[src/rtl/m4vt_pkg.sv]
// m4vt_pkg: shared types, constants and helpers for the 4x4 matrix-vector transform core
// no dependencies
package m4vt_pkg;

  localparam int Dim      = 4;
  localparam int Stride   = 4;
  localparam int Elems    = 16;
  localparam int FracBits = 16;

  typedef logic signed [31:0] word_t;
  typedef logic signed [63:0] prod_t;
  // a shifted product needs 48 bits, four of them summed need 50
  typedef logic signed [49:0] acc_t;

  typedef enum logic [1:0] {
    KIND_WRITE_MAIN    = 2'd0,
    KIND_WRITE_OPERAND = 2'd1,
    KIND_COMPOSE       = 2'd2,
    KIND_TRANSFORM     = 2'd3
  } kind_e;

  function automatic word_t sat32(input acc_t s);
    if (s > 50'sd2147483647) begin
      return 32'sh7fffffff;
    end else if (s < -50'sd2147483648) begin
      return 32'sh80000000;
    end else begin
      return s[31:0];
    end
  endfunction

endpackage

[src/rtl/m4vt_merge.sv]
// m4vt_merge: saturates the lane sums and holds the result item
// depends on m4vt_pkg
module m4vt_merge (
  input  logic                       clk_i,
  input  logic                       rst_ni,
  input  logic                       vld_i,
  input  m4vt_pkg::acc_t [3:0]       sum_i,
  input  logic                       tready_i,
  output logic                       tvalid_o,
  output m4vt_pkg::word_t [3:0]      res_o,
  output m4vt_pkg::word_t [3:0]      sat_o
);

  logic                   vld_q;
  m4vt_pkg::word_t [3:0]  res_q;

  always_comb begin
    for (int r = 0; r < 4; r++) begin
      sat_o[r] = (r < m4vt_pkg::Dim) ? m4vt_pkg::sat32(sum_i[r]) : '0;
    end
  end

  always_ff @(posedge clk_i or negedge rst_ni) begin
    if (!rst_ni) begin
      vld_q <= 1'b0;
    end else if (vld_i) begin
      vld_q <= 1'b1;
    end else if (tready_i) begin
      vld_q <= 1'b0;
    end
  end

  always_ff @(posedge clk_i) begin
    if (vld_i) res_q <= sat_o;
  end

  assign tvalid_o = vld_q;
  assign res_o    = res_q;

endmodule

[config.mk]
export PLATFORM = sky130hd
export DESIGN_NAME = m4vt_merge
export DESIGN_NICKNAME = d
export VERILOG_FILES = /design/src/rtl/m4vt_pkg.sv /design/src/rtl/m4vt_merge.sv
export SDC_FILE = /design/constraint.sdc
export NUM_CORES = 1
export LEC_CHECK = 0
export BUFFER_PORTS_ARGS = -buffer_cell sky130_fd_sc_hd__buf_2
export CORE_AREA = 2 2 179 181
export CTS_BUF_LIST = sky130_fd_sc_hd__clkbuf_16
export CTS_CLUSTER_SIZE = 14
export DETAILED_ROUTE_END_ITERATION = 12
export DIE_AREA = 0 0 181 183
export MAX_ROUTING_LAYER = met4
export SETUP_SLACK_MARGIN = 0.5
export SLEW_MARGIN = 40
export SYNTH_ARGS = -nofsm -noshare
export SYNTH_HDL_FRONTEND = slang
export SYNTH_SLANG_ARGS = --single-unit
[constraint.sdc]
create_clock -name clk_i -period 3.3 [get_ports clk_i]
set_input_delay 0.33 -clock clk_i [delete_from_list [all_inputs] [get_ports clk_i]]
set_output_delay 0.33 -clock clk_i [all_outputs]
set_load 0.02 [all_outputs]
# Word-level counts from Yosys, hierarchy flattened
# Cells that the tools add are included.
[op_classes] mux=10 reduce_logical=1 order_cmp=8
[ops] operator="$mux W32" count=8
[ops] operator="$gt A50 B32 Y1 const B" count=4
[ops] operator="$lt A50 B32 Y1 const B" count=4
[ops] operator="$mux W1" count=2
[ops] operator="$reduce_bool A2 Y1" count=1
[totals] word_cells=24 reg_bits=129 output_inout_bits=257 inputBits=204

# Longest topological paths before layout
# Gate-level depths: netlist (run 1).
[depth] depth_word=3 mapped_depth=5 mapped_depth_nobuf=4

# Worst setup path before layout (run 1)
# OpenSTA, ideal clock, no wires.
[synth_path] kind="input to output" from="input port sum_i[195] (netlist bit)" to="output port sat_o[100] (netlist bit)" setup_slack_ps=1471 stages=5 arrival_time_ps=1499 required_ps=2970 cell_sequence="nand4_1 -> or4_4 -> o21ai_4 -> buf_6 -> o21a_1"
[synth_rtl] element="from (decl)" line="m4vt_merge.sv:7" text="input m4vt_pkg::acc_t [3:0] sum_i,"
[synth_rtl] element="to (decl)" line="m4vt_merge.sv:11" text="output m4vt_pkg::word_t [3:0] sat_o"

==> out/results.ini, run 1 <==
[run_status]
outcome = completed

[timing]
fin_tns_setup_ps = 0
max_freq_mhz = 406
slew_viol_final = 0
rsz0062_at_grt = false
period_share_pct = 74.7
final-setup-viol-count = 0
fin_hold_ws_ps = 185
finalWorstSetupSlack_ps = 834
final_hold_viol_count = 0
layout_min_cycle_time_ps = 2470
slew_headroom_pct = 48.3
skew_ps = 0
worstMarginPinSlew_ps = 773

[synth]
ys.flop_type = edfxtp_1
synth-edff-count = 128
synthArstFlopShare_pct = 0.775
avgSynthCellArea_um2 = 15.9
synth.most_common_cell = edfxtp_1
synth_area_leaders = edfxtp_1 71%, o21a_1 17%, buf_6 2.5%
synthTopCellsByCount = 128 x edfxtp_1, 124 x o21a_1, 16 x clkbuf_1, 16 x nand4_1, 16 x nor4_1
synthesis.nets = 543
ys.warnings.count = 0
netlist_area_um2 = 5400
ys_types = 15
synthCells = 339
synth_top_cell_by_area = edfxtp_1
yosysSeqAreaShare_pct = 71.7
synth_seq_cells = 129
synth_top_area_share_pct = 71.2

[finish]
drive_gt1_share_pct = 62.4
final_area_um2 = 8710
fill_cells = 3239
syn2layout_area_growth_pct = 61.3
finish.net_count = 1003

[die]
start_util_pct = 17.3
die_x_um = 181
core_um2 = 31200
die_area_um2 = 33100
die_h_um = 183
num_rows = 65
pin_count = 461

[route]
drt-wirelength-per-cell_um = 15.8
totalWireLength_um = 19200
vias = 4918
dr.first_iter.drc_count = 172
route.detailed.drc = 0
ant_nets = 0
firstDrtPassIters = 4
viasPerCell = 4.05

[job]
max_cap_viol_count = 0

[placement]
io_buffer_count = 460
dp.final_hpwl_um = 15200
place_area_um2 = 8100
dp_slack_ps = 788
gp_congestion = 0.832

[cts]
cts_tree = done
cts_max_path_buffers = 2
cts_root_buffer = clkbuf_16
post_cts_buffers = 0
htree_levels = 4
insertion_delay_ps = 410
numClockSinks = 129
cts_buffers = 17
cts.reportedPaths.clkPinSlew_ps = 60

[worst_setup_path]
crit_required_ps = 2970
path_max_fanout = 31
endpoint_kind = output port
worstSetupStartpointType = input pin
arrival_ps = 2140
critPathKind = input pin to output port
r2r_cells = 1

[grt]
grt_pass1_vias = 4823
grt_pass1_wl_um = 27500
grt_usage_pct = 11.4
grt_overflow = 0
grt_max_degree = 130
antenna_found_initial = 1

[worst_hold_path]
hp-class = input pin to flop
min_delay_path_depth = 3

[power_and_ir_drop]
power_mw = 4.80
p_leak_nw = 3.82
powerDensity_nw_per_um2 = 551
ir_drop_v = 0.000253

==> flip-flops by register name (all words and copies together) (netlist names) <==
name and count:
tvalid_o 1, res_o 128
==> through the flow <==
step | utilization, % | instances
after floorplan | - | 339
after global placement | 25.9 | 1180
after detailed placement | 25.9 | 1180
after CTS | 27.8 | 1213
after global routing | 27.9 | 1215
final | 27.9 | 1215
==> area by class of cell <==
cell class                 instances  area (µm²)  area share (%)
antenna                            1        2.50          0.0287
clock buffer                      17         425            4.89
clock inverter                    15         154            1.77
inverter                           1        3.75          0.0431
multi-input combinational        181        1350            15.6
sequential                       129        3870            44.4
tap                              402         503            5.78
timing repair buffer             469        2390            27.5
==> placed cells by master, fill, tap and decap left out, types with 3 or more instances in the layout <==
cell type / synthesis / routed
buf_4: 0 / 7
buf_2: 0 / 459
o21a_1: 124 / 124
nor4_1: 16 / 16
a31oi_2: 0 / 4
or4_4: 4 / 4
o21ai_4: 4 / 4
nand2_1: 4 / 4
clkbuf_16: 0 / 17
and3_1: 4 / 4
edfxtp_1: 128 / 128
inv_1: 1 / 5
clkinvlp_4: 0 / 4
nand4_1: 16 / 16
bufinv_16: 0 / 3
clkinv_2: 0 / 3
nor2_1: 4 / 4
==> cell families after synthesis <==
logic type	after synthesis	synth area share [%]
AND/OR/NAND/NOR	48	5.56
flip-flops	129	71.7
buffers and inverters	29	3.69
AO/OA/AOI/OAI	133	19.1
==> per-layer routing <==
metal	vias up	share of wire, %	global-route usage [%]	routed length, µm
li1	2300	-	-	-
met1	2287	38	12.0	7300
met2	312	52	20.2	9980
met3	19	8.0	3.10	1540
met4	0	2.0	4.85	393
met5	-	0	-	0
==> path summary, 6_finish.rpt <==
check | start | endpoint | slack [ps]
max | sum_i[94] | sat_o[53] | 830
min | tready_i | tvalid_o | 190
max reg2reg | tvalid_o | tvalid_o | 2560
min reg2reg | tvalid_o | tvalid_o | 600
max in group asynchronous | rst_ni | tvalid_o | 2980
min in group asynchronous | rst_ni | tvalid_o | 230
==> what timing repair did <==
action	in CTS	in global routing
hold endpoints to repair	1	0
hold buffers	1	0
gates resized for setup	0	0
endpoints found under the setup margin	0	0
==> power by group <==
part	switching, mW	total (mW)	internal (mW)
Sequential	0.0375	2.00	1.96
Combinational	0.605	0.924	0.319
Clock	0.703	1.87	1.17
==> critical path, stage by stage <==
cell and delay [ps]:
buf_2 90, nand4_1 100, or4_4 540, o21ai_4 620, o21a_1 280, buf_2 190
No activity file was read; power rests on OpenSTA's default activity.
==> inputs of run 2 (changes only) <==
--- a/config.mk
+++ b/config.mk
@@ -5,12 +5,13 @@
 export SDC_FILE = /design/constraint.sdc
 export NUM_CORES = 1
 export LEC_CHECK = 0
+export ABC_AREA = 1
 export BUFFER_PORTS_ARGS = -buffer_cell sky130_fd_sc_hd__buf_2
-export CORE_AREA = 2 2 179 181
+export CORE_AREA = 2 2 177 179
 export CTS_BUF_LIST = sky130_fd_sc_hd__clkbuf_16
 export CTS_CLUSTER_SIZE = 14
 export DETAILED_ROUTE_END_ITERATION = 12
-export DIE_AREA = 0 0 181 183
+export DIE_AREA = 0 0 179 181
 export MAX_ROUTING_LAYER = met4
 export SETUP_SLACK_MARGIN = 0.5
 export SLEW_MARGIN = 40
==> constraint.sdc (replaced) <==
create_clock -name clk_i -period 2.05 [get_ports clk_i]
set_input_delay 0.205 -clock clk_i [delete_from_list [all_inputs] [get_ports clk_i]]
set_output_delay 0.205 -clock clk_i [all_outputs]
set_load 0.02 [all_outputs]
==> run 2 against run 1 <==
  * Die area shrank 2.2%
  * Utilization grew 7.7 points
  * Design area grew 24%
  * Register-to-register slack lost 1100 ps
  * Critical path depth grew 2
  * Synthesized cell count grew 60%
  * Cell count grew 21%
  * Non-clock buffer count grew 61
  * Critical endpoint is now sat_o[2]
==> out/results.ini, run 2 <==
[run_status]
outcome = completed

[synth]
muxShareOfSynthArea_pct = 0
yosys.area_share.simple_pct = 25.5
synthCells = 542
avgSynthCellArea_um2 = 10.5
synth_top_area_share_pct = 67.7
synth_seq_cells = 129
netlist_area_um2 = 5680
synthXorXnorAreaFrac_pct = 0
synth_area_leaders = edfxtp_1 68%, nand2_1 19%, nor2_1 3.6%
ys.flop_type = edfxtp_1
synth.most_common_cell = nand2_1
ys_types = 17
ys.warnings.count = 0
synth_top_cell_by_area = edfxtp_1
synthesis.nets = 746
synth_compound_area_share_pct = 1.32
synth_top_family_by_area = simple AND/OR/NAND/NOR gates
yosysSeqAreaShare_pct = 68.1
synth_adder_area_share_pct = 0
synthArstFlopShare_pct = 0.775
synth-edff-count = 128
synthTopCellsByCount = 292 x nand2_1, 128 x edfxtp_1, 54 x nor2_1, 15 x buf_6, 12 x nand2_2

[timing]
slew_viol_final = 0
fin_hold_ws_ps = 42.1
final_hold_viol_count = 0
skew_ps = 0
fin_tns_setup_ps = 0
rsz0062_at_grt = true
worstMarginPinSlew_ps = 352
max_freq_mhz = 622
layout_min_cycle_time_ps = 1610
final-setup-viol-count = 0
slew_headroom_pct = 76.5
period_share_pct = 78.4

[power_and_ir_drop]
p_leak_nw = 5.07
power_switching_mw = 2.40
powerDensity_nw_per_um2 = 752
seqPwrFrac_pct = 39.6
p_int_mw = 5.72
combPwrFrac_pct = 24.9
p_clk_share_pct = 35.5
ir_drop_v = 0.000468
p_sw_share_pct = 29.6

[finish]
syn2layout_area_growth_pct = 90.3
drive_gt1_share_pct = 63.6
largest_register_ffs = 128
finish.net_count = 1267
fill_cells = 2996
num_antenna_cells = 0
final_cell_mix = 375 x buf_2, 194 x nand2_1, 128 x edfxtp_1, 79 x buf_6, 66 x nand2_2
final_common_cell = buf_2

[route]
dr.first_iter.drc_count = 271
firstDrtPassIters = 4
ant_nets = 0
totalWireLength_um = 25600
route.detailed.drc = 0
vias = 6084
viasPerCell = 4.14
drt-wirelength-per-cell_um = 17.4

[worst_setup_path]
crit_start = sum_i[46]
worstSetupStartpointType = input pin
r2r-start = tvalid_o
r2r_cells = 2
critPathKind = input pin to output port
r2r-end = tvalid_o
endpoint_kind = output port
arrival_ps = 1400
rrSetupSlack_ps = 1460
path_max_fanout = 8
crit_required_ps = 1850

[grt]
grt_pass1_wl_um = 31000
grt_usage_pct = 13.4
grt_overflow = 0
grt_max_degree = 46
antenna_found_initial = 3
grt_pass1_vias = 5517

[worst_hold_path]
min_delay_path_depth = 1
hp-class = input pin to flop
min_to = res_o[127]
holdCritStartpoint = sum_i[199]

[cts]
cts_root_buffer = clkbuf_16
cts_buffers = 17
cts_max_path_buffers = 2
cts.reportedPaths.clkPinSlew_ps = 50
numClockSinks = 129
insertion_delay_ps = 400
cts_tree = done
htree_levels = 4

[job]
max_cap_viol_count = 0

[die]
die_h_um = 181
core_um2 = 30300
pin_count = 461
start_util_pct = 18.7
die_area_um2 = 32400
num_rows = 64
die_x_um = 179

[placement]
gp_congestion = 0.892
dp.final_hpwl_um = 17700
io_buffer_count = 460

run 2: cell count changes in the layout (fill, tap and decap cells not counted), sizes merged, moves of 5 or more:
cell    before  now
nand2        4  304
nand4       16    3
inv          5   10
nor4        16    0
clkbuf      17   28
o21bai       0    5
nor2         4   54
nand3        0    5
buf        468  514
o21a       124    0
run 2: power by group through the flow:
| stage | sequential, mW | clock [mW] | combinational [mW] |
|---|---|---|---|
| finish | 3.22 | 2.89 | 2.02 |
| global route | 3.23 | 3.12 | 2.14 |
| CTS | 3.22 | 3.01 | 1.64 |
| detailed placement | 3.27 | 0 | 1.56 |
| global placement | 3.26 | 0 | 1.56 |
| floorplan | 3.57 | 0 | 0.508 |
run 2: routing by layer:
metal  global-route usage, %  routed length (µm)  vias up
li1                        -                   -     2817
met2                    23.7               13200      369
met1                    13.9                9770     2863
met3                    3.41                1990       35
met5                       -                   0        -
met4                    5.82                 630        0
run 2: stage by stage:
step	setup WS, ps	area [µm²]	power [mW]	utilization (%)	instances
4_1_cts	431	9270	7.86	30.5	1424
3_3_place_gp	293	8430	4.82	27.8	1385
5_1_grt	417	10800	8.49	35.6	1471
3_5_place_dp	245	8430	4.83	27.8	1385
2_1_floorplan	743	5680	4.08	-	542
6_report	442	10800	8.12	35.6	1471
run 2: worst max path at each step:
stage          slack, ps        end
6_report             440   sat_o[2]
5_1_grt              420  sat_o[58]
4_1_cts              430  sat_o[54]
3_5_place_dp         250  sat_o[54]
2_1_floorplan        740  res_o[33]
3_3_place_gp         290  sat_o[53]
run 2: repair_timing:
action	4_1_cts	5_1_grt
pin swaps	4	68
setup endpoints to repair	55	124
gates resized for setup	62	288
cloned	1	17
buffers inserted	2	30
hold endpoints to repair	5	0
hold buffers	5	0
run 2: cell type report:
class,count,area [µm²],share of cell area [%]
clock buffers,17,425,3.94
flip-flops and latches,129,3870,35.8
repair buffers,530,3750,34.7
inverters,9,33.8,0.313
clock inverters,14,125,1.16
multi-input cells,376,2110,19.5
well taps,396,495,4.59
run 2: cell families after synthesis:
group / Yosys count
and+or+nand+nor: 371
DFF: 129
buffers and inverters: 37
AOI/OAI and AO/OA: 5
run 2: worst max-delay path, cell delays in order:
cell and delay (ps):
buf_2 100, or2_1 210, nor2_1 120, nand4_1 110
nand2_2 170, clkbuf_16 210, nand2_1 110, buf_2 170
